<file path="config.mk">
export PLATFORM = sky130hd
export DESIGN_NAME = encoder_sector_speed_averager
export DESIGN_NICKNAME = d
export VERILOG_FILES = /design/src/sv/esa_pkg.sv /design/src/sv/esa_divider.sv /design/src/sv/esa_datapath.sv /design/src/sv/esa_controller.sv /design/src/sv/encoder_sector_speed_averager.sv
export SDC_FILE = /design/constraint.sdc
export NUM_CORES = 2
export LEC_CHECK = 0
export BUFFER_PORTS_ARGS = -buffer_cell sky130_fd_sc_hd__buf_2
export CORE_MARGIN = 2
export CORE_UTILIZATION = 35
export CTS_BUF_LIST = sky130_fd_sc_hd__clkbuf_8
export DETAILED_ROUTE_END_ITERATION = 8
export SLEW_MARGIN = 20
export SYNTH_ARGS = -nofsm -noshare
export SYNTH_HDL_FRONTEND = slang
export SYNTH_SLANG_ARGS = --single-unit
</file>
<file path="constraint.sdc">
create_clock -name clk -period 9.3 [get_ports clk]
set_input_delay 2.79 -clock clk [delete_from_list [all_inputs] [get_ports clk]]
set_output_delay 2.79 -clock clk [all_outputs]
set_load 0.01 [all_outputs]
</file>
<file path="src/sv/esa_pkg.sv">
package esa_pkg;

  localparam int NUM_SECTORS = 8;
  localparam int NUM_POS = 20;
  localparam logic [4:0] POS_MAX = 5'd19;
  localparam logic [15:0] SPEED_MAX = 16'hFFFF;
  localparam logic [7:0] MIN_GAP_RESET = 8'd3;
  localparam logic [19:0] SCALE_RESET = 20'd14476;
  localparam int CFG_IDX_W = 1;
  localparam int CFG_DATA_W = 20;
  localparam logic [CFG_IDX_W-1:0] REG_MIN_GAP = 1'b0;
  localparam logic [CFG_IDX_W-1:0] REG_SCALE = 1'b1;

  typedef struct packed {
    logic        clk_level;
    logic        dt_level;
    logic        button_pressed;
    logic [31:0] now_ms;
  } in_item_t;

  typedef struct packed {
    logic        kind;
    logic [4:0]  position;
    logic [2:0]  sector;
    logic [15:0] speed;
    logic        pulse_accepted;
    logic        lap_complete;
    logic [15:0] sector_average;
    logic        last;
  } out_item_t;

  typedef struct packed {
    logic load;
    logic div_start;
    logic pulse_update;
    logic avg_start;
    logic avg_store;
    logic finish;
    logic emit_avg;
    logic [2:0] emit_sector;
  } cmd_t;

  typedef struct packed {
    logic pulse;
    logic need_div;
    logic lap;
    logic div_done;
    logic cnt_nonzero;
  } status_t;

  function automatic logic [2:0] sector_of(input logic [4:0] p);
    if (p < 5'd3) return 3'd0;
    if (p < 5'd5) return 3'd1;
    if (p < 5'd8) return 3'd2;
    if (p < 5'd10) return 3'd3;
    if (p < 5'd13) return 3'd4;
    if (p < 5'd15) return 3'd5;
    if (p < 5'd18) return 3'd6;
    return 3'd7;
  endfunction

endpackage

</file>
<file path="src/sv/esa_divider.sv">
module esa_divider (
  input  logic        clk,
  input  logic        rst,
  input  logic        start,
  input  logic [31:0] dividend,
  input  logic [31:0] divisor,
  output logic [31:0] quotient,
  output logic        done
);

  logic [31:0] rem;
  logic [31:0] quo;
  logic [31:0] dvs;
  logic [5:0]  cnt;
  logic        busy;
  logic [32:0] trial;

  assign trial = {rem, quo[31]} - {1'b0, dvs};
  assign quotient = quo;

  always_ff @(posedge clk) begin
    if (rst) begin
      busy <= 1'b0;
      done <= 1'b0;
      cnt <= '0;
    end else begin
      done <= 1'b0;
      if (start) begin
        busy <= 1'b1;
        cnt <= 6'd32;
        rem <= '0;
        quo <= dividend;
        dvs <= divisor;
      end else if (busy) begin
        if (!trial[32]) begin
          rem <= trial[31:0];
          quo <= {quo[30:0], 1'b1};
        end else begin
          rem <= {rem[30:0], quo[31]};
          quo <= {quo[30:0], 1'b0};
        end
        cnt <= cnt - 6'd1;
        if (cnt == 6'd1) begin
          busy <= 1'b0;
          done <= 1'b1;
        end
      end
    end
  end

endmodule

</file>
<file path="src/sv/esa_datapath.sv">
module esa_datapath #(
  parameter int COUNT_WIDTH = 16
) (
  input  logic                 clk,
  input  logic                 rst,
  input  logic                 cfg_we,
  input  logic [esa_pkg::CFG_IDX_W-1:0]  cfg_index,
  input  logic [esa_pkg::CFG_DATA_W-1:0] cfg_data,
  input  esa_pkg::in_item_t    item,
  input  esa_pkg::cmd_t        cmd,
  input  logic [2:0]           avg_idx,
  output esa_pkg::status_t     status,
  output esa_pkg::out_item_t   result
);

  logic [7:0]  min_gap_ms;
  logic [19:0] speed_scale;
  logic        clk_prev;
  logic [4:0]  position_count;
  logic [31:0] last_valid_ms;
  logic [31:0] last_pulse_ms;
  logic        first_pulse;
  logic [15:0] speed_now;
  logic [31:0] sector_sum [esa_pkg::NUM_SECTORS];
  logic [COUNT_WIDTH-1:0] sector_count [esa_pkg::NUM_SECTORS];
  logic [15:0] sector_avg [esa_pkg::NUM_SECTORS];

  esa_pkg::in_item_t cur;
  logic        pulse_r, lap_r, need_div_r;
  logic [4:0]  pos_new;
  logic [2:0]  sec_new;
  logic [31:0] delta;
  logic        div_start, div_done;
  logic [31:0] div_a, div_b, div_q;
  logic [32:0] sum_add;
  logic [4:0]  pos_out;

  logic [4:0] p0;
  logic       is_pulse;
  assign p0 = (position_count >= 5'(esa_pkg::NUM_POS)) ? 5'd0 : position_count;
  assign is_pulse = clk_prev && !cur.clk_level &&
                    ((cur.now_ms - last_valid_ms) >= {24'd0, min_gap_ms});
  assign delta = cur.now_ms - last_pulse_ms;
  assign pos_new = (cur.dt_level != cur.clk_level) ?
                   ((p0 == esa_pkg::POS_MAX) ? 5'd0 : p0 + 5'd1) :
                   ((p0 == 5'd0) ? esa_pkg::POS_MAX : p0 - 5'd1);
  assign sec_new = esa_pkg::sector_of(pos_new);

  assign div_start = cmd.div_start || cmd.avg_start;
  assign div_a = cmd.avg_start ? sector_sum[avg_idx] : {12'd0, speed_scale};
  assign div_b = cmd.avg_start ? 32'(sector_count[avg_idx]) : delta;

  esa_divider u_div (
    .clk(clk), .rst(rst), .start(div_start), .dividend(div_a),
    .divisor(div_b), .quotient(div_q), .done(div_done)
  );

  logic [15:0] speed_upd;
  always_comb begin
    speed_upd = speed_now;
    if (need_div_r) begin
      if (delta == 32'd0) speed_upd = esa_pkg::SPEED_MAX;
      else if (div_q > 32'hFFFF) speed_upd = esa_pkg::SPEED_MAX;
      else speed_upd = div_q[15:0];
    end
  end
  assign sum_add = {1'b0, sector_sum[sec_new]} + {17'd0, speed_upd};

  assign status.pulse = pulse_r;
  assign status.need_div = need_div_r;
  assign status.lap = lap_r;
  assign status.div_done = div_done;
  assign status.cnt_nonzero = sector_count[avg_idx] != '0;

  assign pos_out = position_count;

  always_comb begin
    result.kind = cmd.emit_avg;
    result.position = pos_out;
    result.sector = cmd.emit_avg ? cmd.emit_sector : esa_pkg::sector_of(pos_out);
    result.speed = speed_now;
    result.pulse_accepted = pulse_r;
    result.lap_complete = lap_r;
    result.sector_average = sector_avg[result.sector];
    result.last = cmd.emit_avg ? (cmd.emit_sector == 3'd7) : !lap_r;
  end

  always_ff @(posedge clk) begin
    if (rst) begin
      min_gap_ms <= esa_pkg::MIN_GAP_RESET;
      speed_scale <= esa_pkg::SCALE_RESET;
      clk_prev <= 1'b0;
      position_count <= '0;
      last_valid_ms <= '0;
      last_pulse_ms <= '0;
      first_pulse <= 1'b1;
      speed_now <= '0;
      pulse_r <= 1'b0;
      lap_r <= 1'b0;
      need_div_r <= 1'b0;
      for (int i = 0; i < esa_pkg::NUM_SECTORS; i++) begin
        sector_sum[i] <= '0;
        sector_count[i] <= '0;
        sector_avg[i] <= '0;
      end
    end else begin
      if (cfg_we) begin
        if (cfg_index == esa_pkg::REG_MIN_GAP) min_gap_ms <= cfg_data[7:0];
        else speed_scale <= cfg_data;
      end
      if (cmd.load) begin
        cur <= item;
        lap_r <= 1'b0;
        pulse_r <= 1'b0;
      end
      if (cmd.div_start) begin
        pulse_r <= is_pulse;
        need_div_r <= is_pulse && !first_pulse;
      end
      if (cmd.pulse_update) begin
        if (pulse_r) begin
          speed_now <= speed_upd;
          first_pulse <= 1'b0;
          last_valid_ms <= cur.now_ms;
          last_pulse_ms <= cur.now_ms;
          position_count <= pos_new;
          sector_sum[sec_new] <= sum_add[32] ? 32'hFFFFFFFF : sum_add[31:0];
          if (sector_count[sec_new] != {COUNT_WIDTH{1'b1}})
            sector_count[sec_new] <= sector_count[sec_new] + 1'b1;
          lap_r <= (p0 == esa_pkg::POS_MAX && pos_new == 5'd0) ||
                   (p0 == 5'd0 && pos_new == esa_pkg::POS_MAX);
        end else begin
          position_count <= p0;
        end
      end
      if (cmd.avg_store) begin
        if (sector_count[avg_idx] != '0)
          sector_avg[avg_idx] <= (div_q > 32'hFFFF) ? esa_pkg::SPEED_MAX : div_q[15:0];
        sector_sum[avg_idx] <= '0;
        sector_count[avg_idx] <= '0;
      end
      if (cmd.finish) begin
        clk_prev <= cur.clk_level;
        if (cur.button_pressed) position_count <= '0;
      end
    end
  end

endmodule

</file>
<file path="src/sv/esa_controller.sv">
module esa_controller (
  input  logic             clk,
  input  logic             rst,
  input  logic             in_valid,
  output logic             in_ready,
  output logic             out_valid,
  input  logic             out_ready,
  input  esa_pkg::status_t status,
  output esa_pkg::cmd_t    cmd,
  output logic [2:0]       avg_idx
);

  typedef enum logic [2:0] {
    S_IDLE, S_CHECK, S_DIV, S_UPDATE, S_AVG_GO, S_AVG_WAIT, S_FINISH, S_EMIT
  } state_t;

  state_t     state;
  logic [3:0] emit_cnt;

  assign in_ready = state == S_IDLE;
  assign out_valid = state == S_EMIT;

  always_comb begin
    cmd = '0;
    cmd.load = in_valid && in_ready;
    cmd.div_start = state == S_CHECK;
    cmd.pulse_update = state == S_UPDATE;
    cmd.avg_start = state == S_AVG_GO;
    cmd.avg_store = state == S_AVG_WAIT && status.div_done;
    cmd.finish = state == S_FINISH;
    cmd.emit_avg = emit_cnt != 4'd0;
    cmd.emit_sector = 3'(emit_cnt - 4'd1);
  end

  always_ff @(posedge clk) begin
    if (rst) begin
      state <= S_IDLE;
      emit_cnt <= '0;
      avg_idx <= '0;
    end else begin
      case (state)
        S_IDLE: if (in_valid) state <= S_CHECK;
        S_CHECK: state <= S_DIV;
        S_DIV: if (!status.need_div || status.div_done) state <= S_UPDATE;
        S_UPDATE: begin
          avg_idx <= '0;
          state <= S_AVG_GO;
        end
        S_AVG_GO: state <= status.lap ? S_AVG_WAIT : S_FINISH;
        S_AVG_WAIT: if (status.div_done) begin
          avg_idx <= avg_idx + 3'd1;
          state <= (avg_idx == 3'd7) ? S_FINISH : S_AVG_GO;
        end
        S_FINISH: begin
          emit_cnt <= '0;
          state <= S_EMIT;
        end
        S_EMIT: if (out_ready) begin
          if (!status.lap || emit_cnt == 4'd8) state <= S_IDLE;
          else emit_cnt <= emit_cnt + 4'd1;
        end
        default: state <= S_IDLE;
      endcase
    end
  end

endmodule

</file>
<file path="src/sv/encoder_sector_speed_averager.sv">
// encoder sector speed averager
// in channel: in_valid/in_ready with in_data (pin levels and ms timestamp)
// out channel: out_valid/out_ready with out_data; one status request per
// sample, plus eight sector average requests 0..7 after a lap
// config: cfg_we writes cfg_data to register cfg_index (0 gap, 1 scale);
// write only while the block is idle, which the block does not enforce
// divider: one shared 32-step divider for the speed division and the
// lap averages
// flow: one sample at a time, next accepted after the last request
// is taken
// reset: synchronous rst clears position, timers, sums, counts and
// averages and restores register defaults
// a stalled receiver holds the request steady and the block takes no
// new sample until it is drained
module encoder_sector_speed_averager #(
  parameter int COUNT_WIDTH = 16
) (
  input  logic                           clk,
  input  logic                           rst,
  input  logic                           in_valid,
  output logic                           in_ready,
  input  esa_pkg::in_item_t              in_data,
  output logic                           out_valid,
  input  logic                           out_ready,
  output esa_pkg::out_item_t             out_data,
  input  logic                           cfg_we,
  input  logic [esa_pkg::CFG_IDX_W-1:0]  cfg_index,
  input  logic [esa_pkg::CFG_DATA_W-1:0] cfg_data
);

  esa_pkg::cmd_t    cmd;
  esa_pkg::status_t status;
  logic [2:0]       avg_idx;

  esa_controller u_ctrl (
    .clk(clk), .rst(rst), .in_valid(in_valid), .in_ready(in_ready),
    .out_valid(out_valid), .out_ready(out_ready), .status(status),
    .cmd(cmd), .avg_idx(avg_idx)
  );

  esa_datapath #(.COUNT_WIDTH(COUNT_WIDTH)) u_dp (
    .clk(clk), .rst(rst), .cfg_we(cfg_we), .cfg_index(cfg_index),
    .cfg_data(cfg_data), .item(in_data), .cmd(cmd), .avg_idx(avg_idx),
    .status(status), .result(out_data)
  );

  a_no_overlap: assert property (@(posedge clk) disable iff (rst)
    !(in_ready && out_valid)) else $error("accept while emitting");
  a_pos_range: assert property (@(posedge clk) disable iff (rst)
    out_valid |-> out_data.position <= esa_pkg::POS_MAX) else $error("position range");
  a_lap_pulse: assert property (@(posedge clk) disable iff (rst)
    (out_valid && out_data.lap_complete) |-> out_data.pulse_accepted)
    else $error("lap without pulse");

endmodule

</file>
==> results by group <==
Route
  – Vias per cell: around 5.6
  – Drt drc: 0
  – Count of TritonRoute iterations in the first routing pass: 5
  – Drt wl/cell: 22.0 µm
  – Total detailed-routing wirelength: 125 mm
  – Initial detailed-routing violation count: about 3,200
  – Via Count: around 32,000
  – Post-route antenna net violation count: 0

STA
  – Setup violation total in the final timing report: 0
  – Setup repair after global routing missed its margin: false
  – Period utilization: 0.927
  – Min Clock Period, post-route: around 8.6 ns
  – Worst rel slew slack: 0.301
  – Transition at the pin with the smallest max-transition slack: roughly 1.0 ns
  – Final Skew: about 0.054 ns
  – Final hold viol count: 0
  – Final Max Slew Viols: 0
  – Sum Neg Setup Slack: 0 ns
  – Maximum operating frequency: 0.116 GHz

GRT
  – Via count of the first global-routing pass: about 31,000
  – Initial antenna violation count: 6
  – Total Routing Usage GR: 0.206
  – Total gr overflow: 0
  – Wire length of the first global-routing pass: between 150 and 200 mm
  – Largest net degree at the start of global routing: 79

Setup path
  – Data arrival, critical path: between 9 and 10 ns
  – Kind of critical path: register to register
  – Startpoint type of the worst setup path: register
  – Worst setup endpoint: u_dp.sector_sum[1][4]
  – Standard cell with the maximum stage delay on the critical path: or4b_4
  – Minimum setup slack among reg-to-reg paths: 0.68 ns
  – Reg-to-Reg Start: u_dp.cur[0]
  – Dominant cell type by count on the critical path: o21ai_0
  – Number of buffer and inverter stages on the critical path: 6
  – Dominant delay contributor by cell family on the critical path: simple AND/OR/NAND/NOR gates
  – Crit. Startpoint: u_dp.cur[0]
  – Worst r2r path cells: 34
  – Highest cell delay on the worst timing path: 0.67 ns
  – Endpoint of the worst-slack reg-to-reg timing path: u_dp.sector_sum[1][4]
  – Critical path required time: 9.94 ns
  – Highest net fanout along the worst path: 27
  – Kind of end point of the critical path: register
  – Logic depth of the worst path, buffers included: 34

Die
  – Effective utilization at floorplan: 0.351
  – Row Count: about 130
  – Die area: between 0.1 and 0.15 mm²
  – I/O Pins: about 110
  – Core Area: approximately 0.12 mm²
  – Die H: 345 µm
  – Horizontal die dimension: approximately 340 µm

Layout
  – Most common library cell in the layout ignoring fill and taps: nor2_1
  – Filler-free cell count of the finished design: roughly 5,700
  – Area growth syn-to-layout: 12.3%
  – Fraction of layout instances using a drive strength above 1: 0.142
  – Util after Layout: 0.394
  – Net total in the final layout: roughly 4,200
  – Commonest cells after routing, fill and taps aside: 787 x nor2_1, 643 x edfxtp_1, 497 x nand2_1

Clock tree
  – Root Buffer Master: clkbuf_8
  – CTS tree: done
  – Number of sinks handled by clock tree synthesis: 750
  – TritonCTS Buffers: 119
  – Worst-case clock buffer depth: 3
  – Clock latency on the worst-skew pair: ~0.79 ns
  – Count of H-tree levels built during CTS: 3
  – Clock-pin slew reported for the worst setup and hold paths after clock tree synthesis: around 0.060 ns

Power
  – Peak VDD IR: between 0.1 and 0.15 mV
  – Share of total power in the clock network: 0.334
  – Power Density: ~190 mW/mm²
  – Switching share of power: 0.305
  – Fraction of power consumed by sequential logic: 0.458
  – Comb power frac: 0.208
  – Sw power: approximately 2700 µW
  – Int Power: around 6100 µW
  – Static Leakage: about 0.017 µW

Synthesis
  – Largest area contributor in the netlist: edfxtp_1
  – Count of flip-flops with a built-in enable after synthesis: 643
  – Count of warnings emitted by yosys: 0
  – Synthesized cell area: slightly above 0.04 mm²
  – Most common flop cell mapped by yosys: edfxtp_1
  – Part of the Yosys area used for sequential elements: 0.528
  – Synth cell types: between 90 and 100
  – Async set-or-reset flop fraction in the synthesized netlist: 0
  – Yosys reg bits: 750
  – Largest cells by area after synthesis: edfxtp_1 48%, nor2_1 7.3%, mux4_2 5.3%, dfxtp_1 5.3%, nand2_1 4.7%
  – Post-synth top area share: 0.475
  – Syn Area/Cell: 10.2 µm²
  – Syn nets: 4,131
  – Gate Count Post-Synth: a little under 4,000

Place
  – Placed cell count: ~5,500
  – Sum of net half-perimeters after detailed placement: ~79 mm
  – Routability Congestion: 0.846
  – Count of buffers inserted at the top-level ports: 106

Run status
  – Status: completed

Run
  – Number of maximum-capacitance constraint violations: 0

Hold path
  – Origin of the worst min-delay path: u_dp.first_pulse
  – Worst Hold Class: register to register
[worst reg2reg max path, delay by kind of cell, from the launching register on]
family | cells | cell delay, ns
AO/OA/AOI/OAI | 13 | 2.83
adder cells (fa/ha/maj) | 4 | 1.22
buffers and inverters | 6 | 0.81
flip-flops | 1 | 0.38
AND/OR/NAND/NOR | 11 | 3.29
[cell type report]
type | count | area [µm²]
Multi-Input combinational cell | 2844 | 17900
Clock buffer | 143 | 1970
Tap cell | 1524 | 1910
Inverter | 118 | 443
Antenna cell | 5 | 12.5
Clock inverter | 85 | 517
Sequential cell | 750 | 21500
Timing Repair Buffer | 220 | 1450
Fill cell | 11300 | 70100
[cells in the mapped netlist, drive strengths merged (31+ instances only)]
master and n:
xnor2 56, mux4 96, a31oi 34, nor2 799, a21o 41, nor3 39, nand2 506, ha 98
and3 31, dfxtp 107, edfxtp 643, o22ai 44, nor2b 34, nand3 119, clkbuf 186, o21ai 156
a311oi 34, mux2i 91, xor2 37, a21oi 175, inv 118, nand2b 38, buf 71
[per-layer routing]
metal  up-vias  track usage  routed length [µm]
met2      1408        0.336               58400
met5         -            0                  16
li1      14600            -                   -
met3       257       0.0392               10400
met1     15400        0.275               52200
met4         4       0.0744                3960
[metrics by stage]
stage               area [µm²]  hold WS (ns)  power (µW)  setup slack (ns)
floorplan                40600         0.427        5360              1.24
CTS                      45600         0.454        8810             0.314
detailed placement       43100         0.440        5890             0.316
global placement         43100         0.437        5860             0.281
global route             45600         0.472        9180             0.124
finish                   45600         0.452        8780             0.678
[cells by family (layout without fill, tap and decap cells)]
logic type	Yosys count	in the layout	share of synthesized area
AO/OA/AOI/OAI	752	752	0.124
XOR/XNOR	93	93	0.0200
adder cells (fa/ha/maj)	103	103	0.0321
buffers and inverters	375	566	0.0370
flip-flops	750	750	0.528
multiplexers	203	203	0.0801
other	0	5	0
AND/OR/NAND/NOR	1693	1693	0.179
[state kept, by name, indices dropped and copies added, names as in the netlist, 3 cells and up, named ones only]
name,count
u_dp.sector_sum,256
u_dp.u_div.quotient,32
u_dp.speed_scale,20
u_dp.u_div.rem,32
u_dp.min_gap_ms,8
u_dp.speed_now,16
u_dp.last_valid_ms,32
u_ctrl.avg_idx,3
u_ctrl.state,3
u_dp.cur,35
u_dp.u_div.cnt,6
u_dp.sector_avg,128
u_ctrl.emit_cnt,4
u_dp.pos_out,5
u_dp.u_div.dvs,32
u_dp.sector_count,128
[worst min path at each step]
| stage | to | slack (ns) | cells past startpoint |
|---|---|---|---|
| after global routing | u_dp.speed_scale[5] | 0.47 | 2 |
| final | u_dp.first_pulse | 0.45 | 1 |
| after floorplan | u_dp.first_pulse | 0.43 | 1 |
| after CTS | u_dp.first_pulse | 0.45 | 1 |
| after detailed placement | u_dp.first_pulse | 0.44 | 1 |
| after global placement | u_dp.first_pulse | 0.44 | 1 |
[power by group through the flow]
stage,sequential (µW),clock (µW),combinational [µW]
floorplan,4040,0,1310
CTS,4010,2990,1810
global placement,4080,0,1780
global route,4030,3120,2030
finish,4020,2930,1830
detailed placement,4080,0,1800
[timing repair]
action / 4_1_cts / 5_1_grt
resized for setup: 0 / 7
hold endpoints to repair: 0 / 0
setup endpoints to repair: 0 / 95
buffers inserted: 0 / 0
hold buffers: 0 / 0
(Power assumes the default switching activity.)
